**src/design/blum_blum_shub_byte_generator_defines.svh**
```systemverilog
// Assertion macros shared by the generator RTL; empty when synthesized.
`ifndef BLUM_BLUM_SHUB_BYTE_GENERATOR_DEFINES_SVH
`define BLUM_BLUM_SHUB_BYTE_GENERATOR_DEFINES_SVH
`ifndef SYNTHESIS
// Assertion on an explicit clock and active-low reset.
`define BBS_ASSERT_CR(lbl, ck, rstn, prop) \
  lbl: assert property (@(posedge ck) disable iff (!rstn) prop) \
    else $error("bbs assertion failed");
// Assertion on the module clock clk and reset rst_n.
`define BBS_ASSERT(lbl, prop) \
  `BBS_ASSERT_CR(lbl, clk, rst_n, prop)
`else
`define BBS_ASSERT_CR(lbl, ck, rstn, prop)
`define BBS_ASSERT(lbl, prop)
`endif
`endif

```
**src/design/bbs_pkg.sv**
```systemverilog
// Types and constants of the Blum Blum Shub byte generator.
`default_nettype none
package bbs_pkg;

  // Field widths.
  localparam int MOD_W  = 40;
  localparam int SKIP_W = 16;
  localparam int BYTE_W = 8;
  // Squarings per skipped byte group are BYTE_W, so the count gains 3 bits.
  localparam int SQ_W   = SKIP_W + 3;
  localparam int CFG_IDX_W = 1;

  // Reset values of the configuration registers.
  localparam logic [MOD_W-1:0]  MOD_RESET  = MOD_W'(21);
  localparam logic [SKIP_W-1:0] SKIP_RESET = '0;

  // Operation codes of an input item.
  localparam logic OP_SEED = 1'b0;
  localparam logic OP_BYTE = 1'b1;

  // Configuration register indexes.
  localparam logic [CFG_IDX_W-1:0] CFG_MODULUS = 1'b0;
  localparam logic [CFG_IDX_W-1:0] CFG_SKIP    = 1'b1;

  // Sequencer states.
  typedef enum logic [2:0] {
    S_IDLE,
    S_NEXT,
    S_REDUCE,
    S_MULT,
    S_DONE
  } bbs_state_t;

endpackage
`default_nettype wire

```
**src/design/blum_blum_shub_byte_generator.sv**
```systemverilog
// Blum Blum Shub byte generator top level: sequencer, state and output register.
//
// Usage: configuration writes (cfg_index 0 = modulus, 1 = skip_bytes) are taken
// every cycle on the cfg_valid / cfg_ready channel; write them only while idle.
// An input item with in_op = 0 loads in_seed as the state and then performs
// 8 * skip_bytes modular squarings; it produces no output item. An item with
// in_op = 1 produces one out_random_byte: eight inverted parity bits of the
// state, the first in bit 7, with a modular squaring after each bit.
// Each squaring runs on one shared double-and-add unit, one bit per cycle: a
// setup step in S_NEXT, a reduction over the state bits in S_REDUCE when the
// state is not already below the modulus (only possible right after a seed or
// a modulus change), then a multiplication over the modulus bits in S_MULT.
// With modulus 0 a squaring is skipped in S_NEXT and leaves the state unchanged.
// in_stall is high from acceptance until the item has finished; one item is
// processed at a time. The result sits in an output register, so the next item
// is taken while the byte waits; a byte that finishes while the previous one is
// still stalled waits in the sequencer until the output register frees up.
// Synchronous reset clears the state to 0, modulus to 21 and skip_bytes to 0.
`default_nettype none
`include "blum_blum_shub_byte_generator_defines.svh"
module blum_blum_shub_byte_generator import bbs_pkg::*; #(
  parameter int STATE_BITS = 40
) (
  input  wire logic                 clk,
  input  wire logic                 rst_n,
  // Input item channel
  input  wire logic                 in_valid,
  output logic                      in_stall,
  input  wire logic                 in_op,
  input  wire logic [MOD_W-1:0]     in_seed,
  // Result item channel
  output logic                      out_valid,
  input  wire logic                 out_stall,
  output logic      [BYTE_W-1:0]    out_random_byte,
  // Configuration write channel
  input  wire logic                 cfg_valid,
  output logic                      cfg_ready,
  input  wire logic [CFG_IDX_W-1:0] cfg_index,
  input  wire logic [MOD_W-1:0]     cfg_data
);

  localparam int SW    = STATE_BITS;
  localparam int CW    = (SW > MOD_W) ? SW : MOD_W;
  localparam int CNT_W = $clog2(CW);
  localparam int MIW   = $clog2(MOD_W);

  bbs_state_t state_r, state_nxt;

  logic [MOD_W-1:0]  mod_r, mod_nxt;
  logic [SKIP_W-1:0] skip_r, skip_nxt;
  logic [SW-1:0]     x_r, x_nxt;
  logic [MOD_W-1:0]  acc_r, acc_nxt;
  logic [MOD_W-1:0]  a_r, a_nxt;
  logic [CNT_W-1:0]  cnt_r, cnt_nxt;
  logic [SQ_W-1:0]   sq_left_r, sq_left_nxt;
  logic              op_r, op_nxt;
  logic [BYTE_W-1:0] byte_r, byte_nxt;
  logic              out_valid_r, out_valid_nxt;
  logic [BYTE_W-1:0] out_byte_r, out_byte_nxt;

  logic [MOD_W-1:0]  unit_addend;
  logic [MOD_W-1:0]  unit_sum;
  logic              in_accept;
  logic              x_below_mod;

  assign in_stall        = (state_r != S_IDLE);
  assign in_accept       = in_valid && !in_stall;
  assign cfg_ready       = 1'b1;
  assign out_valid       = out_valid_r;
  assign out_random_byte = out_byte_r;
  assign x_below_mod     = (CW'(x_r) < CW'(mod_r));

  // Shared modular double-and-add unit.
  bbs_modadd u_modadd (
    .acc     (acc_r),
    .addend  (unit_addend),
    .modulus (mod_r),
    .sum_mod (unit_sum)
  );

  // Reduction feeds the state one bit at a time; multiplication adds a when
  // the current multiplier bit is set.
  always_comb begin
    if (state_r == S_REDUCE) begin
      unit_addend = MOD_W'(x_r[SW-1]);
    end else if (a_r[cnt_r[MIW-1:0]]) begin
      unit_addend = a_r;
    end else begin
      unit_addend = '0;
    end
  end

  // Sequencer: next state and datapath updates.
  always_comb begin
    state_nxt     = state_r;
    mod_nxt       = mod_r;
    skip_nxt      = skip_r;
    x_nxt         = x_r;
    acc_nxt       = acc_r;
    a_nxt         = a_r;
    cnt_nxt       = cnt_r;
    sq_left_nxt   = sq_left_r;
    op_nxt        = op_r;
    byte_nxt      = byte_r;
    out_valid_nxt = out_valid_r;
    out_byte_nxt  = out_byte_r;

    // Configuration writes; indexes past the list are ignored.
    if (cfg_valid && cfg_ready) begin
      unique case (cfg_index)
        CFG_MODULUS: mod_nxt  = cfg_data;
        CFG_SKIP:    skip_nxt = cfg_data[SKIP_W-1:0];
        default: ;
      endcase
    end

    // The receiver takes the waiting byte.
    if (out_valid_r && !out_stall) begin
      out_valid_nxt = 1'b0;
    end

    unique case (state_r)
      S_IDLE: begin
        if (in_accept) begin
          op_nxt   = in_op;
          byte_nxt = '0;
          if (in_op == OP_SEED) begin
            x_nxt       = SW'(in_seed);
            sq_left_nxt = {skip_r, 3'b000};
          end else begin
            sq_left_nxt = SQ_W'(BYTE_W);
          end
          state_nxt = S_NEXT;
        end
      end

      S_NEXT: begin
        if (sq_left_r == '0) begin
          state_nxt = (op_r == OP_BYTE) ? S_DONE : S_IDLE;
        end else begin
          // Take the parity bit before each squaring of a byte item.
          if (op_r == OP_BYTE) begin
            byte_nxt = {byte_r[BYTE_W-2:0], ~^x_r};
          end
          acc_nxt = '0;
          if (mod_r == '0) begin
            sq_left_nxt = sq_left_r - SQ_W'(1);
          end else if (x_below_mod) begin
            a_nxt     = MOD_W'(x_r);
            cnt_nxt   = CNT_W'(MOD_W - 1);
            state_nxt = S_MULT;
          end else begin
            cnt_nxt   = CNT_W'(SW - 1);
            state_nxt = S_REDUCE;
          end
        end
      end

      // Long division remainder of the state, most significant bit first.
      S_REDUCE: begin
        acc_nxt = unit_sum;
        x_nxt   = x_r << 1;
        if (cnt_r == '0) begin
          a_nxt     = unit_sum;
          acc_nxt   = '0;
          cnt_nxt   = CNT_W'(MOD_W - 1);
          state_nxt = S_MULT;
        end else begin
          cnt_nxt = cnt_r - CNT_W'(1);
        end
      end

      // Modular square by double-and-add over the bits of a.
      S_MULT: begin
        acc_nxt = unit_sum;
        if (cnt_r == '0) begin
          x_nxt       = SW'(unit_sum);
          sq_left_nxt = sq_left_r - SQ_W'(1);
          state_nxt   = S_NEXT;
        end else begin
          cnt_nxt = cnt_r - CNT_W'(1);
        end
      end

      // Hand the byte to the output register once it is free.
      S_DONE: begin
        if (!out_valid_r || !out_stall) begin
          out_valid_nxt = 1'b1;
          out_byte_nxt  = byte_r;
          state_nxt     = S_IDLE;
        end
      end

      default: state_nxt = S_IDLE;
    endcase
  end

  // State register and control state.
  always_ff @(posedge clk) begin
    if (!rst_n) begin
      state_r     <= S_IDLE;
      mod_r       <= MOD_RESET;
      skip_r      <= SKIP_RESET;
      x_r         <= '0;
      sq_left_r   <= '0;
      out_valid_r <= 1'b0;
    end else begin
      state_r     <= state_nxt;
      mod_r       <= mod_nxt;
      skip_r      <= skip_nxt;
      x_r         <= x_nxt;
      sq_left_r   <= sq_left_nxt;
      out_valid_r <= out_valid_nxt;
    end
  end

  // Datapath registers.
  always_ff @(posedge clk) begin
    acc_r      <= acc_nxt;
    a_r        <= a_nxt;
    cnt_r      <= cnt_nxt;
    op_r       <= op_nxt;
    byte_r     <= byte_nxt;
    out_byte_r <= out_byte_nxt;
  end

  // A new byte appears only when the sequencer hands one over.
  `BBS_ASSERT(a_out_from_done, $rose(out_valid_r) |-> $past(state_r == S_DONE))
  // The multiplicand and the running product stay reduced.
  `BBS_ASSERT(a_mult_reduced, (state_r == S_MULT) |-> (a_r < mod_r && acc_r < mod_r))
  // The multiplier bit index stays inside the modulus width.
  `BBS_ASSERT(a_cnt_range, (state_r == S_MULT) |-> (cnt_r < CNT_W'(MOD_W)))
  // An idle sequencer has no squarings outstanding.
  `BBS_ASSERT(a_idle_clear, (state_r == S_IDLE) |-> (sq_left_r == '0))

endmodule
`default_nettype wire

```
**src/design/bbs_modadd.sv**
```systemverilog
// Shared modular double-and-add unit: (2*acc + addend) mod modulus.
`default_nettype none
module bbs_modadd import bbs_pkg::*; (
  input  wire logic [MOD_W-1:0] acc,
  input  wire logic [MOD_W-1:0] addend,
  input  wire logic [MOD_W-1:0] modulus,
  output logic      [MOD_W-1:0] sum_mod
);

  logic [MOD_W+1:0] total;
  logic [MOD_W+1:0] mod_x1;
  logic [MOD_W+1:0] mod_x2;

  // With acc and addend below the modulus the sum stays below three moduli,
  // so at most one of the two multiples is subtracted.
  always_comb begin
    total  = {1'b0, acc, 1'b0} + {2'b00, addend};
    mod_x1 = {2'b00, modulus};
    mod_x2 = {1'b0, modulus, 1'b0};
    if (total >= mod_x2) begin
      sum_mod = MOD_W'(total - mod_x2);
    end else if (total >= mod_x1) begin
      sum_mod = MOD_W'(total - mod_x1);
    end else begin
      sum_mod = MOD_W'(total);
    end
  end

endmodule
`default_nettype wire
```
**config.mk**
```make
export PLATFORM = sky130hd
export DESIGN_NAME = blum_blum_shub_byte_generator
export DESIGN_NICKNAME = d
export VERILOG_FILES = /design/src/design/bbs_pkg.sv /design/src/design/blum_blum_shub_byte_generator.sv /design/src/design/bbs_modadd.sv
export VERILOG_INCLUDE_DIRS = /design/src /design/src/design
export SDC_FILE = /design/constraint.sdc
export NUM_CORES = 1
export LEC_CHECK = 0
export BUFFER_PORTS_ARGS = -buffer_cell sky130_fd_sc_hd__buf_2
export CAP_MARGIN = 20
export CORE_MARGIN = 2
export CORE_UTILIZATION = 30
export CTS_CLUSTER_SIZE = 30
export DETAILED_ROUTE_END_ITERATION = 6
export GPL_TIMING_DRIVEN = 0
export PLACE_DENSITY = 0.5
export SLEW_MARGIN = 30
export SYNTH_ARGS = -nofsm -noshare
export SYNTH_HDL_FRONTEND = slang
export SYNTH_SLANG_ARGS = --single-unit
```
**constraint.sdc**
```tcl
create_clock -name clk -period 7.6 [get_ports clk]
set_input_delay 1.52 -clock clk [delete_from_list [all_inputs] [get_ports clk]]
set_output_delay 1.52 -clock clk [all_outputs]
set_load 0.01 [all_outputs]
```
==> summary.txt <==
Floorplan
  – Core area: around 64000 µm²
  – Die area: roughly 67000 µm²
  – Die height: 258 µm
  – # rows: 93
  – Die width: roughly 260 µm
  – Initial Util: between 30% and 40%
  – I/O Pins: 98

Routing
  – Via count: between 15000 and 20000
  – Detailed router's first-iteration violation count: around 1700
  – Remaining antenna violation count: 0
  – Via/cell ratio: roughly 5.7
  – Drt drc: 0
  – Final wirelength: approximately 85 mm
  – 1st-pass router iterations: 7
  – Routed len/inst: 24.7 µm

Yosys
  – YS warnings: 0
  – Seq/Total Area, Yosys: between 20 and 30%
  – Mapped cell area: a little under 20000 µm²
  – EDFF count, synth: between 100 and 150
  – Post-Synth XOR/XNOR Area: between 6 and 7%
  – Complex-gate fraction of the synthesized area: between 20% and 30%
  – Mean Syn Cell Area: 8.28 µm²
  – Post-synthesis mux area share: ~4%
  – Largest family of logic cells by synthesized area: compound AO/OA/AOI/OAI gates
  – Post-Synth Adder-Cell Area: a little over a tenth
  – Flops & latches, synth: approximately 220
  – Synth cell types: 84
  – Post-synth ARST share: 0%
  – Prevailing post-synth register cell: dfxtp_1
  – Net Count, Synth: 2586
  – Simple-Gate Fraction of Synth Area: about a fifth
  – Mapped Cells: approximately 2300

STA
  – Headroom to the max-slew limit: between 20 and 30%
  – Final setup margin: -220 ps
  – Post-layout min period: between 7000 and 8000 ps
  – Worst-margin pin slew: between 1000 and 1500 ps
  – Setup-failing EPs final: between 100 and 150
  – Setup Skew: about 9.8 ps
  – Fin. Hold Viols: 0
  – RSZ-0062 raised after global routing: true
  – Achievable frequency: between 100 and 150 MHz
  – Final Cycle Share: 103%
  – Max-slew violations: 0

Run
  – MaxCap Viol Count: 0

Clock tree
  – Clk sink count: 222
  – Clock slew at reported path FFs: ~60 ps
  – TritonCTS clock tree: done
  – Clock tree root buffer cell: clkbuf_16
  – Num CTS Buffers: 27
  – H-tree depth: 1
  – Clk buf depth: 3
  – Worst skew pair latency: 570 ps

Final layout
  – Fraction of layout cells with a size suffix above 1: a little over a fifth
  – Nets: around 2800
  – Commonest non-fill, non-tap cell in the layout: nand2_1
  – Area Growth Syn to Fin: 26.8%
  – Most frequent cells in the layout: nand2_1, a21oi_1, ha_1, dfxtp_1, nor2_1
  – Final core utilization: 38.3%

Setup path
  – Worst Path Required: just under 8000 ps
  – Slowest-stage cell, CP: mux4_2
  – Crit-path max FO: 10
  – Reg-to-reg startpoint: cnt_r[0]
  – CP Class: register to register
  – Flop2flop setup slack: -220 ps
  – Critical Path AT: a little over 8000 ps
  – Crit Reg-Reg Endpoint: a_r[10]
  – Startpoint Class: register
  – Worst-case reg-to-reg path depth: 32
  – CP Capture Type: register
  – Worst stage delay on the critical path: between 500 and 600 ps

Min path
  – HP Class: register to register
  – Hold Path Origin: byte_r[7]
  – Hold depth: 0
  – Hold Path End: out_random_byte[7]

Global routing
  – First-pass GRT wire length: approximately 120 mm
  – Largest net degree at the start of global routing: 22
  – Vias in the first global route: ~19000
  – Grt ovf: 0
  – Initial antenna violation count: 6
  – Total global-route track usage: 24.6%

Placement
  – Final HPWL DP: roughly 68 mm
  – GP Congestion: a little under 1
  – Buffers on Ports: between 90 and 100
  – Setup slack at placement: -2700 ps

Run status
  – Violated checks: negative setup slack
  – Status: finished, violations left
## sequential cells by signal (all words and copies together), names as in the netlist
| name | count |
|---|---|
| out_valid | 1 |
| acc_r | 40 |
| op_r | 1 |
| mod_r | 40 |
| state_r | 3 |
| out_random_byte | 8 |
| cnt_r | 6 |
| a_r | 40 |
| skip_r | 16 |
| x_r | 40 |
| byte_r | 8 |
| sq_left_r | 19 |
## metal layers
metal  GRT usage, %  routed length, µm
met5              0                 45
met4           11.7               5270
met3           3.12               5610
met2           40.0              38100
met1           32.2              35700
## repair_timing
item,4_1_cts,5_1_grt
gates cloned,5,1
resized for setup,273,144
hold buffers,0,0
pin swaps,57,56
buffers inserted,63,25
endpoints found under the setup margin,120,120
## cell families after synthesis
family / after synthesis
simple gates: 781
compound gates: 764
flops: 222
buf+inv: 202
fa+ha+maj: 163
xor+xnor: 140
mux: 63
other cells: 1
## through the flow
step           hold slack [ps]  cells  cell area (µm²)  setup TNS, ps
6_report                   439   3426            24500          -9820
4_1_cts                    446   3402            23700           -133
3_5_place_dp               431   3290            21000        -286820
2_1_floorplan              400   2336            19300              0
3_3_place_gp               406   3286            20900        -303740
5_1_grt                    454   3426            24500         -40970
## layout make-up
cell class | instances | area, µm²
Clock inverter | 13 | 97.6
Tap cell | 855 | 1070
Buffer | 116 | 729
Antenna cell | 2 | 5.00
Inverter | 80 | 300
Clock buffer | 36 | 753
Fill cell | 6556 | 39600
Multi-Input combinational cell | 1912 | 14600
Timing Repair Buffer | 190 | 1460
Sequential cell | 222 | 5480
## worst max path at each step
| stage | start | to | slack, ps |
|---|---|---|---|
| after floorplan | cnt_r[0] | a_r[19] | 190 |
| after global placement | cnt_r[0] | a_r[33] | -2860 |
| after detailed placement | cnt_r[0] | a_r[33] | -2700 |
| after CTS | cnt_r[0] | acc_r[32] | -50 |
| after global routing | cnt_r[0] | a_r[37] | -520 |
| final | cnt_r[0] | a_r[10] | -220 |
## critical path: cells and delay by family (launching register included)
family / cells / cell delay (ps)
buffers and inverters: 6 / 1130
muxes: 4 / 1510
DFF: 1 / 410
adders and majority gates: 3 / 840
AOI/OAI and AO/OA: 11 / 2210
and+or+nand+nor: 8 / 1420
## Yosys cell counts (22+ instances only)
cell	instances	area share, %
nand3_1	46	1.2
nor3b_1	28	1.1
a211oi_1	32	1.2
nor2b_1	47	1.5
o21ai_0	136	3.5
xor2_1	47	2.1
dfxtp_1	119	12
and3_1	51	1.6
a21boi_0	66	2.6
mux2_2	25	1.5
ha_1	160	10
nand4_1	28	0.91
mux2i_1	29	1.5
nor2_1	132	2.6
nor3_1	46	1.2
and2_1	37	1.2
xnor2_1	93	4.2
a21oi_1	207	5.4
nand2_1	278	5.4
inv_1	80	1.6
a21o_1	86	3.3
edfxtp_1	103	16
o21a_1	22	0.85
clkbuf_1	89	1.7
Power is left out: the tool's default activity adds up to more than one toggle a clock period on the data nets, which glitch-free logic cannot reach.
